File: src/hfd_pkg.sv
// Shared types and constants for the HSMS frame deframer.
package hfd_pkg;

  // Result kinds carried on tuser
  localparam logic [1:0] KIND_HEADER = 2'd0;
  localparam logic [1:0] KIND_BODY   = 2'd1;
  localparam logic [1:0] KIND_ERROR  = 2'd2;

  // Error codes
  localparam logic [1:0] ERR_SHORT_LENGTH = 2'd0;
  localparam logic [1:0] ERR_LONG_LENGTH  = 2'd1;
  localparam logic [1:0] ERR_PROTO_TYPE   = 2'd2;

  // Frame layout
  localparam logic [31:0] HEADER_LEN        = 32'd10;
  localparam logic [3:0]  LENGTH_LAST_INDEX = 4'd3;
  localparam logic [3:0]  HEADER_LAST_INDEX = 4'd9;
  localparam int          HEADER_BITS       = 80;

  // Reset value of the maximum length register
  localparam logic [31:0] MAX_LENGTH_RESET = 32'd16777216;

  // Command queue between front and back
  localparam int QUEUE_DEPTH = 4;
  localparam int QPTR_W      = $clog2(QUEUE_DEPTH);
  localparam int QCNT_W      = $clog2(QUEUE_DEPTH + 1);

  // Output data width: 82 field bits padded to whole bytes
  localparam int OUT_DATA_W = 88;

  // Receive phase, one-hot
  typedef enum logic [4:0] {
    PH_LENGTH = 5'b00001,
    PH_HEADER = 5'b00010,
    PH_BODY   = 5'b00100,
    PH_SKIP   = 5'b01000,
    PH_HALT   = 5'b10000
  } phase_t;

  // Command handed from front to back; body byte sits in payload[7:0],
  // header bytes 0..9 sit from payload[79:72] downward.
  typedef struct packed {
    logic [1:0]             kind;
    logic [1:0]             code;
    logic                   last;
    logic [HEADER_BITS-1:0] payload;
  } cmd_t;

  // Push side of the command queue
  typedef struct packed {
    logic valid;
    cmd_t cmd;
  } push_t;

endpackage

File: src/hsms_frame_deframer_unit.sv
// HSMS frame deframer top level: stream ports, configuration port, front, queue and back.
//
// Takes one byte of a received HSMS stream per cycle and emits header, body-byte and
// error results. Bytes are accepted back to back at one per cycle while the queue has
// room. Each result is registered in the command queue and then in the output register.
// The four-entry queue and the output register absorb downstream stalls, so input keeps
// flowing until the queue fills.
// A length field below 10 or above max_payload_length gives one error result and the
// block then drops all bytes until reset. The maximum register is written through the
// cfg channel, which is always ready, and takes effect at the next length check.
module hsms_frame_deframer_unit
  import hfd_pkg::*;
(
  input  logic                  clk,
  input  logic                  rst,
  // configuration write channel: max_payload_length
  input  logic                  cfg_valid,
  output logic                  cfg_ready,
  input  logic [31:0]           cfg_data,
  // input stream
  input  logic                  s_axis_tvalid,
  output logic                  s_axis_tready,
  input  logic [7:0]            s_axis_tdata,   // [7:0] data_byte
  // output stream
  output logic                  m_axis_tvalid,
  input  logic                  m_axis_tready,
  // [1:0] err_code, [17:2] sess_id, [25:18] header_byte_two,
  // [33:26] header_byte_three, [41:34] session_type, [73:42] system_tag,
  // [81:74] body_byte, [87:82] zero
  output logic [OUT_DATA_W-1:0] m_axis_tdata,
  output logic [1:0]            m_axis_tuser,   // [1:0] kind
  output logic                  m_axis_tlast    // last
);

  push_t push;
  logic  queue_full;
  logic  pop_valid;
  logic  pop_ready;
  cmd_t  pop_cmd;

  assign cfg_ready = 1'b1;

  hfd_front u_front (
    .clk        (clk),
    .rst        (rst),
    .cfg_valid  (cfg_valid),
    .cfg_data   (cfg_data),
    .in_valid   (s_axis_tvalid),
    .in_byte    (s_axis_tdata),
    .in_ready   (s_axis_tready),
    .queue_full (queue_full),
    .push       (push)
  );

  hfd_queue u_queue (
    .clk       (clk),
    .rst       (rst),
    .push      (push),
    .full      (queue_full),
    .pop_valid (pop_valid),
    .pop_ready (pop_ready),
    .pop_cmd   (pop_cmd)
  );

  hfd_back u_back (
    .clk       (clk),
    .rst       (rst),
    .cmd_valid (pop_valid),
    .cmd_ready (pop_ready),
    .cmd       (pop_cmd),
    .out_valid (m_axis_tvalid),
    .out_ready (m_axis_tready),
    .out_kind  (m_axis_tuser),
    .out_last  (m_axis_tlast),
    .out_data  (m_axis_tdata)
  );

endmodule

File: src/hfd_front.sv
// Front end: accepts stream bytes, tracks framing and classifies results.
module hfd_front
  import hfd_pkg::*;
(
  input  logic        clk,
  input  logic        rst,
  input  logic        cfg_valid,
  input  logic [31:0] cfg_data,
  input  logic        in_valid,
  input  logic [7:0]  in_byte,
  output logic        in_ready,
  input  logic        queue_full,
  output push_t       push
);

  phase_t                 phase, phase_next;
  logic [3:0]             byte_index, byte_index_next;
  logic [31:0]            frame_length, frame_length_next;
  logic [31:0]            body_remaining, body_remaining_next;
  logic [HEADER_BITS-1:0] header_store;
  logic [31:0]            max_payload_length;
  logic                   accept;
  logic [31:0]            length_shift;
  logic [HEADER_BITS-1:0] header_full;
  logic [31:0]            remaining_dec;

  assign in_ready     = !queue_full;
  assign accept       = in_valid && in_ready;
  assign length_shift = {frame_length[23:0], in_byte};
  assign header_full  = {header_store[HEADER_BITS-9:0], in_byte};
  assign remaining_dec = (body_remaining != 32'd0) ? body_remaining - 32'd1 : 32'd0;

  // Decide next framing state and the command to queue
  always_comb begin
    phase_next          = phase;
    byte_index_next     = byte_index;
    frame_length_next   = frame_length;
    body_remaining_next = body_remaining;
    push                = '0;
    if (accept) begin
      unique case (phase)
        PH_LENGTH: begin
          frame_length_next = length_shift;
          byte_index_next   = byte_index + 4'd1;
          if (byte_index == LENGTH_LAST_INDEX) begin
            byte_index_next = 4'd0;
            if (length_shift < HEADER_LEN) begin
              push.valid    = 1'b1;
              push.cmd.kind = KIND_ERROR;
              push.cmd.code = ERR_SHORT_LENGTH;
              push.cmd.last = 1'b1;
              phase_next    = PH_HALT;
            end else if (length_shift > max_payload_length) begin
              push.valid    = 1'b1;
              push.cmd.kind = KIND_ERROR;
              push.cmd.code = ERR_LONG_LENGTH;
              push.cmd.last = 1'b1;
              phase_next    = PH_HALT;
            end else begin
              body_remaining_next = length_shift - HEADER_LEN;
              phase_next          = PH_HEADER;
            end
          end
        end
        PH_HEADER: begin
          byte_index_next = byte_index + 4'd1;
          if (byte_index == HEADER_LAST_INDEX) begin
            byte_index_next   = 4'd0;
            frame_length_next = 32'd0;
            push.valid        = 1'b1;
            if (header_full[47:40] != 8'd0) begin
              push.cmd.kind = KIND_ERROR;
              push.cmd.code = ERR_PROTO_TYPE;
              push.cmd.last = 1'b1;
              phase_next    = (body_remaining != 32'd0) ? PH_SKIP : PH_LENGTH;
            end else begin
              push.cmd.kind    = KIND_HEADER;
              push.cmd.payload = header_full;
              push.cmd.last    = (body_remaining == 32'd0);
              phase_next       = (body_remaining != 32'd0) ? PH_BODY : PH_LENGTH;
            end
          end
        end
        PH_BODY: begin
          push.valid               = 1'b1;
          push.cmd.kind            = KIND_BODY;
          push.cmd.payload[7:0]    = in_byte;
          push.cmd.last            = (remaining_dec == 32'd0);
          body_remaining_next      = remaining_dec;
          if (remaining_dec == 32'd0) begin
            phase_next = PH_LENGTH;
          end
        end
        PH_SKIP: begin
          body_remaining_next = remaining_dec;
          if (remaining_dec == 32'd0) begin
            phase_next = PH_LENGTH;
          end
        end
        PH_HALT: begin
          // drop every byte until reset
        end
        default: begin
          phase_next = PH_HALT;
        end
      endcase
    end
  end

  // Advance framing state
  always_ff @(posedge clk) begin
    if (rst) begin
      phase          <= PH_LENGTH;
      byte_index     <= 4'd0;
      frame_length   <= 32'd0;
      body_remaining <= 32'd0;
    end else begin
      phase          <= phase_next;
      byte_index     <= byte_index_next;
      frame_length   <= frame_length_next;
      body_remaining <= body_remaining_next;
    end
  end

  // Shift header bytes in, first byte ends up on top
  always_ff @(posedge clk) begin
    if (accept && phase == PH_HEADER) begin
      header_store <= header_full;
    end
  end

  // Hold the maximum length register
  always_ff @(posedge clk) begin
    if (rst) begin
      max_payload_length <= MAX_LENGTH_RESET;
    end else if (cfg_valid) begin
      max_payload_length <= cfg_data;
    end
  end

endmodule

File: src/hfd_queue.sv
// Short command queue that decouples the front end from the output stage.
module hfd_queue
  import hfd_pkg::*;
(
  input  logic  clk,
  input  logic  rst,
  input  push_t push,
  output logic  full,
  output logic  pop_valid,
  input  logic  pop_ready,
  output cmd_t  pop_cmd
);

  cmd_t              entries [QUEUE_DEPTH];
  logic [QPTR_W-1:0] wr_ptr;
  logic [QPTR_W-1:0] rd_ptr;
  logic [QCNT_W-1:0] count;
  logic              do_push;
  logic              do_pop;

  assign full      = (count == QCNT_W'(QUEUE_DEPTH));
  assign pop_valid = (count != '0);
  assign pop_cmd   = entries[rd_ptr];
  assign do_push   = push.valid && !full;
  assign do_pop    = pop_valid && pop_ready;

  // Store pushed commands
  always_ff @(posedge clk) begin
    if (do_push) begin
      entries[wr_ptr] <= push.cmd;
    end
  end

  // Advance pointers and fill count
  always_ff @(posedge clk) begin
    if (rst) begin
      wr_ptr <= '0;
      rd_ptr <= '0;
      count  <= '0;
    end else begin
      if (do_push) begin
        wr_ptr <= wr_ptr + QPTR_W'(1);
      end
      if (do_pop) begin
        rd_ptr <= rd_ptr + QPTR_W'(1);
      end
      if (do_push && !do_pop) begin
        count <= count + QCNT_W'(1);
      end else if (do_pop && !do_push) begin
        count <= count - QCNT_W'(1);
      end
    end
  end

endmodule

File: src/hfd_back.sv
// Back end: unpacks queued commands into result fields in an output register.
module hfd_back
  import hfd_pkg::*;
(
  input  logic                  clk,
  input  logic                  rst,
  input  logic                  cmd_valid,
  output logic                  cmd_ready,
  input  cmd_t                  cmd,
  output logic                  out_valid,
  input  logic                  out_ready,
  output logic [1:0]            out_kind,
  output logic                  out_last,
  output logic [OUT_DATA_W-1:0] out_data
);

  logic [OUT_DATA_W-1:0] data_next;
  logic                  is_header;
  logic                  is_body;
  logic                  is_error;

  assign cmd_ready = !out_valid || out_ready;
  assign is_header = (cmd.kind == KIND_HEADER);
  assign is_body   = (cmd.kind == KIND_BODY);
  assign is_error  = (cmd.kind == KIND_ERROR);

  // Format result fields, zero where the kind does not use them
  always_comb begin
    data_next = '0;
    if (is_error) begin
      data_next[1:0] = cmd.code;
    end
    if (is_header) begin
      data_next[17:2]  = cmd.payload[79:64];
      data_next[25:18] = cmd.payload[63:56];
      data_next[33:26] = cmd.payload[55:48];
      data_next[41:34] = cmd.payload[39:32];
      data_next[73:42] = cmd.payload[31:0];
    end
    if (is_body) begin
      data_next[81:74] = cmd.payload[7:0];
    end
  end

  // Load the output register when it is free or being taken
  always_ff @(posedge clk) begin
    if (rst) begin
      out_valid <= 1'b0;
    end else if (cmd_ready) begin
      out_valid <= cmd_valid;
    end
  end

  always_ff @(posedge clk) begin
    if (cmd_ready && cmd_valid) begin
      out_kind <= cmd.kind;
      out_last <= cmd.last;
      out_data <= data_next;
    end
  end

endmodule

File: config.mk
export PLATFORM = sky130hd
export DESIGN_NAME = hsms_frame_deframer_unit
export DESIGN_NICKNAME = d
export VERILOG_FILES = /design/src/hfd_pkg.sv /design/src/hsms_frame_deframer_unit.sv /design/src/hfd_front.sv /design/src/hfd_queue.sv /design/src/hfd_back.sv
export SDC_FILE = /design/constraint.sdc
export NUM_CORES = 1
export LEC_CHECK = 0
export BUFFER_PORTS_ARGS = -buffer_cell sky130_fd_sc_hd__buf_4
export CORE_MARGIN = 1
export CORE_UTILIZATION = 45
export DETAILED_ROUTE_END_ITERATION = 7
export MAX_ROUTING_LAYER = met4
export RECOVER_POWER = 25
export SLEW_MARGIN = 20
export SYNTH_ARGS = -nofsm -noshare
export SYNTH_HDL_FRONTEND = slang
export SYNTH_SLANG_ARGS = --single-unit
File: constraint.sdc
create_clock -name clk -period 10.8 [get_ports clk]
set_input_delay 2.7 -clock clk [delete_from_list [all_inputs] [get_ports clk]]
set_output_delay 2.7 -clock clk [all_outputs]
set_load 0.005 [all_outputs]
==> impl_metrics.json, run 1 <==
{
  "cp.arrival_ns": 6.99,
  "cts_buffers": 58,
  "ys_seq_area_share_pct": 68.0,
  "initial_core_util_pct": 45.9,
  "synth_top_flop_cell": "edfxtp_1",
  "tritoncts": "yes",
  "grt_max_degree": 73,
  "num-nets-final": 1828,
  "rsz0062_at_grt": "false",
  "period_share_pct": 63.2,
  "violations": "capacitance limit, slew limit",
  "power.internal_mw": 4.42,
  "clock_skew_ns": 0.0124,
  "hp-class": "flip-flop to flip-flop",
  "combinationalPowerShare_pct": 22.5,
  "fin_crit_ns": 6.83,
  "gp_congestion": 0.848,
  "cpPeakStageDelay_ns": 2.39,
  "fmax_mhz": 147,
  "avgSynthCellArea_um2": 14.7,
  "post_cts_buffers": 0,
  "grt_pass1_vias": 13500,
  "synth_largest_area_cell": "edfxtp_1",
  "track_usage_pct": 20.2,
  "powerDensity_nw_per_um2": 226,
  "rows": 83,
  "routed_wl_um": 51700,
  "cap_violations": 8,
  "ys_ff_latch": 572,
  "tightest_slew_ns": 3.49,
  "netlist_area_um2": 23700,
  "clock-root-buffer": "clkbuf_16",
  "cts.clk_slew.worst_paths_ns": 0.06,
  "critPathLaunchType": "flip-flop",
  "status": "finished, violations left",
  "synth-edff-count": 465,
  "syn_inst": 1613,
  "ff_latch_area_um2": 16100,
  "rrSetupSlack_ns": 3.97,
  "slew_headroom_pct": -132,
  "ios": 139,
  "multi_input_area_um2": 7040,
  "post-route-drc-count": 0,
  "clkLatencyLatePin_ns": 0.63,
  "grt_remaining_overflow": 0,
  "vias": 13500,
  "dp_slack_ns": 4.15,
  "synth_area_leaders": "edfxtp_1 (59%), dfxtp_1 (9.0%), mux4_2 (7.3%)",
  "pwr-share-seq_pct": 45.9,
  "drv_slew": 334,
  "switching_share_pct": 27.7,
  "drive_gt1_share_pct": 17.6,
  "worst-setup-path-type": "flip-flop to flip-flop",
  "ir_worst_vdd_uv": 132,
  "fillCellCount": 4264,
  "instances_no_fill": 2466,
  "hold_viol_final": 0,
  "p_total_mw": 6.11,
  "wl_per_cell_um": 20.9,
  "synth_top_area_share_pct": 59.0,
  "cts.sinks": 572,
  "whs_ns": 0.434,
  "dp_cells": 2361,
  "avgViaCountPerCell": 5.46,
  "async_reset_ff_share_pct": 0,
  "p_clk_share_pct": 31.6,
  "antenna_found_initial": 1,
  "finalCoreUtilization_pct": 52.5,
  "path_max_fanout": 36,
  "ctsHoldBuffers": 0,
  "dieArea_um2": 53500,
  "coreArea_um2": 51600,
  "path_cells": "clkbuf_1 -> clkbuf_1 -> mux4_2 -> nor2b_1",
  "dpl_cell_area_um2": 25300,
  "switching_power_mw": 1.69,
  "end_kind": "flip-flop",
  "portBuffers": 131,
  "cpMaxStageDelayCell": "clkbuf_1",
  "post_cts_resized": 0,
  "crit_top_cell": "clkbuf_1",
  "worstPathRequired_ns": 10.97,
  "finalSetupTns_ns": 0,
  "drtIter0Drc": 796,
  "die_x_um": 231,
  "chipHeight_um": 231,
  "yosysWarnings": 0,
  "synth_cell_type_count": 70,
  "layout_setup_ws_ns": 3.97,
  "ant_nets": 0,
  "finalInstanceArea_um2": 27100,
  "clk_path_buf_depth": 3,
  "dp_hpwl_um": 33100,
  "syn2layout_area_growth_pct": 14.4,
  "first_pass_iters": 7,
  "finalSetupViolations": 0,
  "grt_pass1_wl_um": 79600,
  "p_leak_nw": 9.96,
  "cts_max_level": 2
}
[cell type report]
class | instances | share of cell area, %
flip-flops and latches | 572 | 59.5
repair buffers | 145 | 3.81
well taps | 680 | 3.14
clock buffers | 77 | 5.77
diodes | 1 | 0.00924
multi-input cells | 906 | 26.0
inverters | 58 | 0.804
clock inverters | 27 | 1.03
[power by group through the flow]
| stage | logic (mW) | registers (mW) | clock network (mW) |
|---|---|---|---|
| 6_report | 1.37 | 2.81 | 1.93 |
| 4_1_cts | 1.39 | 2.81 | 1.98 |
| 2_1_floorplan | 0.844 | 2.84 | 0 |
| 3_3_place_gp | 1.38 | 2.85 | 0 |
| 3_5_place_dp | 1.39 | 2.86 | 0 |
| 5_1_grt | 1.52 | 2.83 | 2.06 |
[cell families (layout without fill, tap and decap cells)]
kind of cell               after synthesis  count (layout)  share of synthesized area [%]
and+or+nand+nor                        507             507                           11.5
other                                    2               8                         0.0317
adders and majority gates               42              42                           2.25
AOI/OAI and AO/OA                      193             193                           5.21
xor gates and xnor gates                44              44                           1.63
DFF                                    572             572                           68.0
buffers and inverters                  140             307                           2.49
muxes                                  113             113                           8.84
[cells in the mapped netlist, types with 6 or more instances]
| library cell | instances |
|---|---|
| a211oi_1 | 7 |
| a21o_1 | 6 |
| a21oi_1 | 59 |
| a22oi_1 | 25 |
| and2_1 | 81 |
| and3_1 | 9 |
| buf_1 | 8 |
| buf_2 | 6 |
| buf_4 | 7 |
| clkbuf_1 | 57 |
| dfxtp_1 | 107 |
| edfxtp_1 | 465 |
| ha_1 | 41 |
| inv_1 | 58 |
| mux2i_1 | 36 |
| mux4_2 | 77 |
| nand2_1 | 62 |
| nand3_1 | 18 |
| nand4_1 | 16 |
| nor2_1 | 141 |
| nor2b_1 | 72 |
| nor3_1 | 36 |
| nor4_1 | 14 |
| o211ai_1 | 8 |
| o21ai_0 | 26 |
| o21ai_1 | 20 |
| o31ai_1 | 6 |
| o32ai_1 | 8 |
| or3_1 | 11 |
| or4_1 | 11 |
| xnor2_1 | 24 |
| xor2_1 | 20 |
[flip-flops by register name (all words and copies together) (netlist names), named ones only]
register and count:
u_queue.count 3, u_back.out_data 82, u_front.max_payload_length 32, u_front.frame_length 24, u_queue.wr_ptr 2, u_queue.rd_ptr 2, u_back.out_kind 2, u_front.body_remaining 32
u_back.out_last 1, u_back.out_valid 1, u_front.phase 5, u_queue.entries 308, u_front.header_store 72, u_front.byte_index 4
[routing by layer]
layer  GRT usage, %  vias up  share of wire, %  wire [um]
li1               -     6316                 -          -
met1           26.5     6742                44      22600
met2           32.2      331                49      25300
met3           3.08       79               4.7       2450
met4           6.64        0               2.5       1310
met5              -        -                 0          0
[path summary, 6_finish.rpt]
kind | to | depth (start not counted) | startpoint
max | u_back.out_data[70] | 4 | flip-flop
min | u_front.header_store[8] | 0 | u_front.header_store[0]
max reg2reg | u_back.out_data[70] | 4 | flip-flop
min reg2reg | u_front.header_store[8] | 0 | u_front.header_store[0]
[placed cells by master (no fill, tap or decap), types with 12 or more instances in the layout]
master,Yosys,final
nor4_1,14,12
o21ai_1,20,20
ha_1,41,41
inv_1,58,58
mux4_2,77,77
nor2b_1,72,72
nand3_1,18,18
dfxtp_1,107,106
buf_4,7,127
nand2_1,62,62
nor2_1,141,141
nor3_1,36,36
o21ai_0,26,26
a21oi_1,59,59
mux2i_1,36,36
clkbuf_16,0,58
a22oi_1,25,25
and2_1,81,72
xnor2_1,24,24
clkbuf_1,57,30
nand4_1,16,16
xor2_1,20,20
edfxtp_1,465,465
[critical path, delay by kind of cell, from the launching register on]
kind | cells | cell delay, ns
buffers and inverters | 2 | 4.63
DFF | 1 | 0.75
muxes | 1 | 0.71
and+or+nand+nor | 1 | 0.21
(Power assumes the default switching activity.)
==> run 2, diff against run 1 <==
- clock period: 10.8 -> 6.7 ns (I/O delays scaled with it)
==> run 2 against run 1 <==
Effect of this change:
- the flow still finishes with violations (capacitance limit, slew limit)
- sequential power is 62% higher
- clock power grew 63%
- sequential share of layout area decreased by 0.19 points
- hold slack worse by 0.0058 ns
- critical endpoint is now u_front.phase[3]
- highest routed layer unchanged
==> impl_metrics.json, run 2 (synthesized netlist as in run 1, its figures left out) <==
{
  "avgViaCountPerCell": 5.43,
  "worst-setup-path-type": "primary input to flip-flop",
  "fin_crit_ns": 5.37,
  "ir_worst_vdd_uv": 234,
  "dp_slack_ns": 1.29,
  "cp.arrival_ns": 5.87,
  "ios": 139,
  "drtIter0Drc": 1004,
  "finalSetupTns_ns": 0,
  "largest_reg_flops": 308,
  "violations": "capacitance limit, slew limit",
  "grt_max_degree": 73,
  "hold_viol_final": 0,
  "cts.sinks": 572,
  "cts.clk_slew.worst_paths_ns": 0.06,
  "ant_nets": 0,
  "tightest_slew_ns": 4.35,
  "period_share_pct": 80.1,
  "syn2layout_area_growth_pct": 14.8,
  "rr_worst_depth": 4,
  "portBuffers": 131,
  "powerDensity_nw_per_um2": 362,
  "cts_buffers": 58,
  "status": "finished, violations left",
  "drive_gt1_share_pct": 18.0,
  "grt_pass1_vias": 13500,
  "dp_hpwl_um": 33700,
  "dieArea_um2": 53500,
  "track_usage_pct": 20.5,
  "clock_skew_ns": 0.0331,
  "layout_setup_ws_ns": 1.33,
  "coreArea_um2": 51600,
  "post-route-drc-count": 0,
  "cts_max_level": 2,
  "gp_congestion": 0.872,
  "layout_common_cells": "edfxtp_1 (465), nor2_1 (140), dfxtp_1 (106)",
  "rsz0062_at_grt": "false",
  "grt_pass1_wl_um": 81000,
  "rows": 83,
  "vias": 13400,
  "die_x_um": 231,
  "clk_path_buf_depth": 3,
  "critPathLaunchType": "primary input",
  "fmax_mhz": 186,
  "clkLatencyLatePin_ns": 0.63,
  "path_max_fanout": 56,
  "holdPathStages": 0,
  "hp-class": "flip-flop to flip-flop",
  "p_leak_nw": 9.97,
  "cap_violations": 7,
  "tritoncts": "yes",
  "worstPathRequired_ns": 7.20,
  "chipHeight_um": 231,
  "slew_headroom_pct": -190,
  "clock-root-buffer": "clkbuf_16",
  "post_cts_resized": 0,
  "routed_wl_um": 52100,
  "reg.largest.list": "u_queue.entries x308, u_back.out_data x82, u_front.header_store x72",
  "first_pass_iters": 6,
  "finalSetupViolations": 0,
  "top_register": "u_queue.entries",
  "wl_per_cell_um": 21.1,
  "initial_core_util_pct": 45.9,
  "antenna_cells": 0,
  "antenna_found_initial": 0,
  "ctsHoldBuffers": 0,
  "end_kind": "flip-flop",
  "num-nets-final": 1831,
  "layout_commonest_cell": "edfxtp_1",
  "grt_remaining_overflow": 0,
  "drv_slew": 349,
  "post_cts_buffers": 0
}
[run 2: where the power goes]
part | leakage, nW | switching, mW | internal [mW]
clock | 0.904 | 1.36 | 1.77
combinational | 3.46 | 1.15 | 1.01
sequential | 5.60 | 0.257 | 4.30
total | 9.97 | 2.77 | 7.08
[run 2: path summary, 6_finish.rpt]
| kind | from | end | slack [ns] |
|---|---|---|---|
| setup / recovery | rst | u_front.phase[3] | 1.33 |
| setup reg to reg | u_front.phase[2] | u_front.header_store[11] | 1.87 |
| hold / removal | u_front.header_store[16] | u_front.header_store[24] | 0.43 |
| hold reg to reg | u_front.header_store[16] | u_front.header_store[24] | 0.43 |
[run 2: final cells by class]
type                    instances  area (um2)
fillers                      4311       24400
flip-flops and latches        572       16100
multi-input cells             906        7050
clock buffers                  76        1570
repair buffers                148        1100
well taps                     680         851
clock inverters                32         288
inverters                      58         218
[run 2: worst max-delay path: stages]
cell and delay (ns):
clkbuf_1 1.75, clkbuf_1 1.77, nor2_1 0.19, nand3_1 0.19, nor2_1 0.06, a31o_1 0.19
[run 2: per-stage QoR]
stage | total power, mW | area [um2] | cells | util, % | hold WS (ns)
after global routing | 10.3 | 27200 | 2472 | 52.7 | 0.438
after floorplan | 5.92 | 23700 | 1618 | - | 0.417
final | 9.85 | 27200 | 2472 | 52.7 | 0.429
after detailed placement | 6.84 | 25400 | 2364 | 49.2 | 0.423
after CTS | 9.98 | 27300 | 2472 | 52.8 | 0.424
after global placement | 6.82 | 25400 | 2364 | 49.2 | 0.426
[run 2: metal layers]
layer | wire [um] | global-route usage [%] | share of wire (%)
met1 | 23100 | 27.2 | 44
met5 | 0 | - | 0
met3 | 2590 | 3.54 | 5.0
met4 | 1510 | 6.50 | 2.9
met2 | 24900 | 32.4 | 48
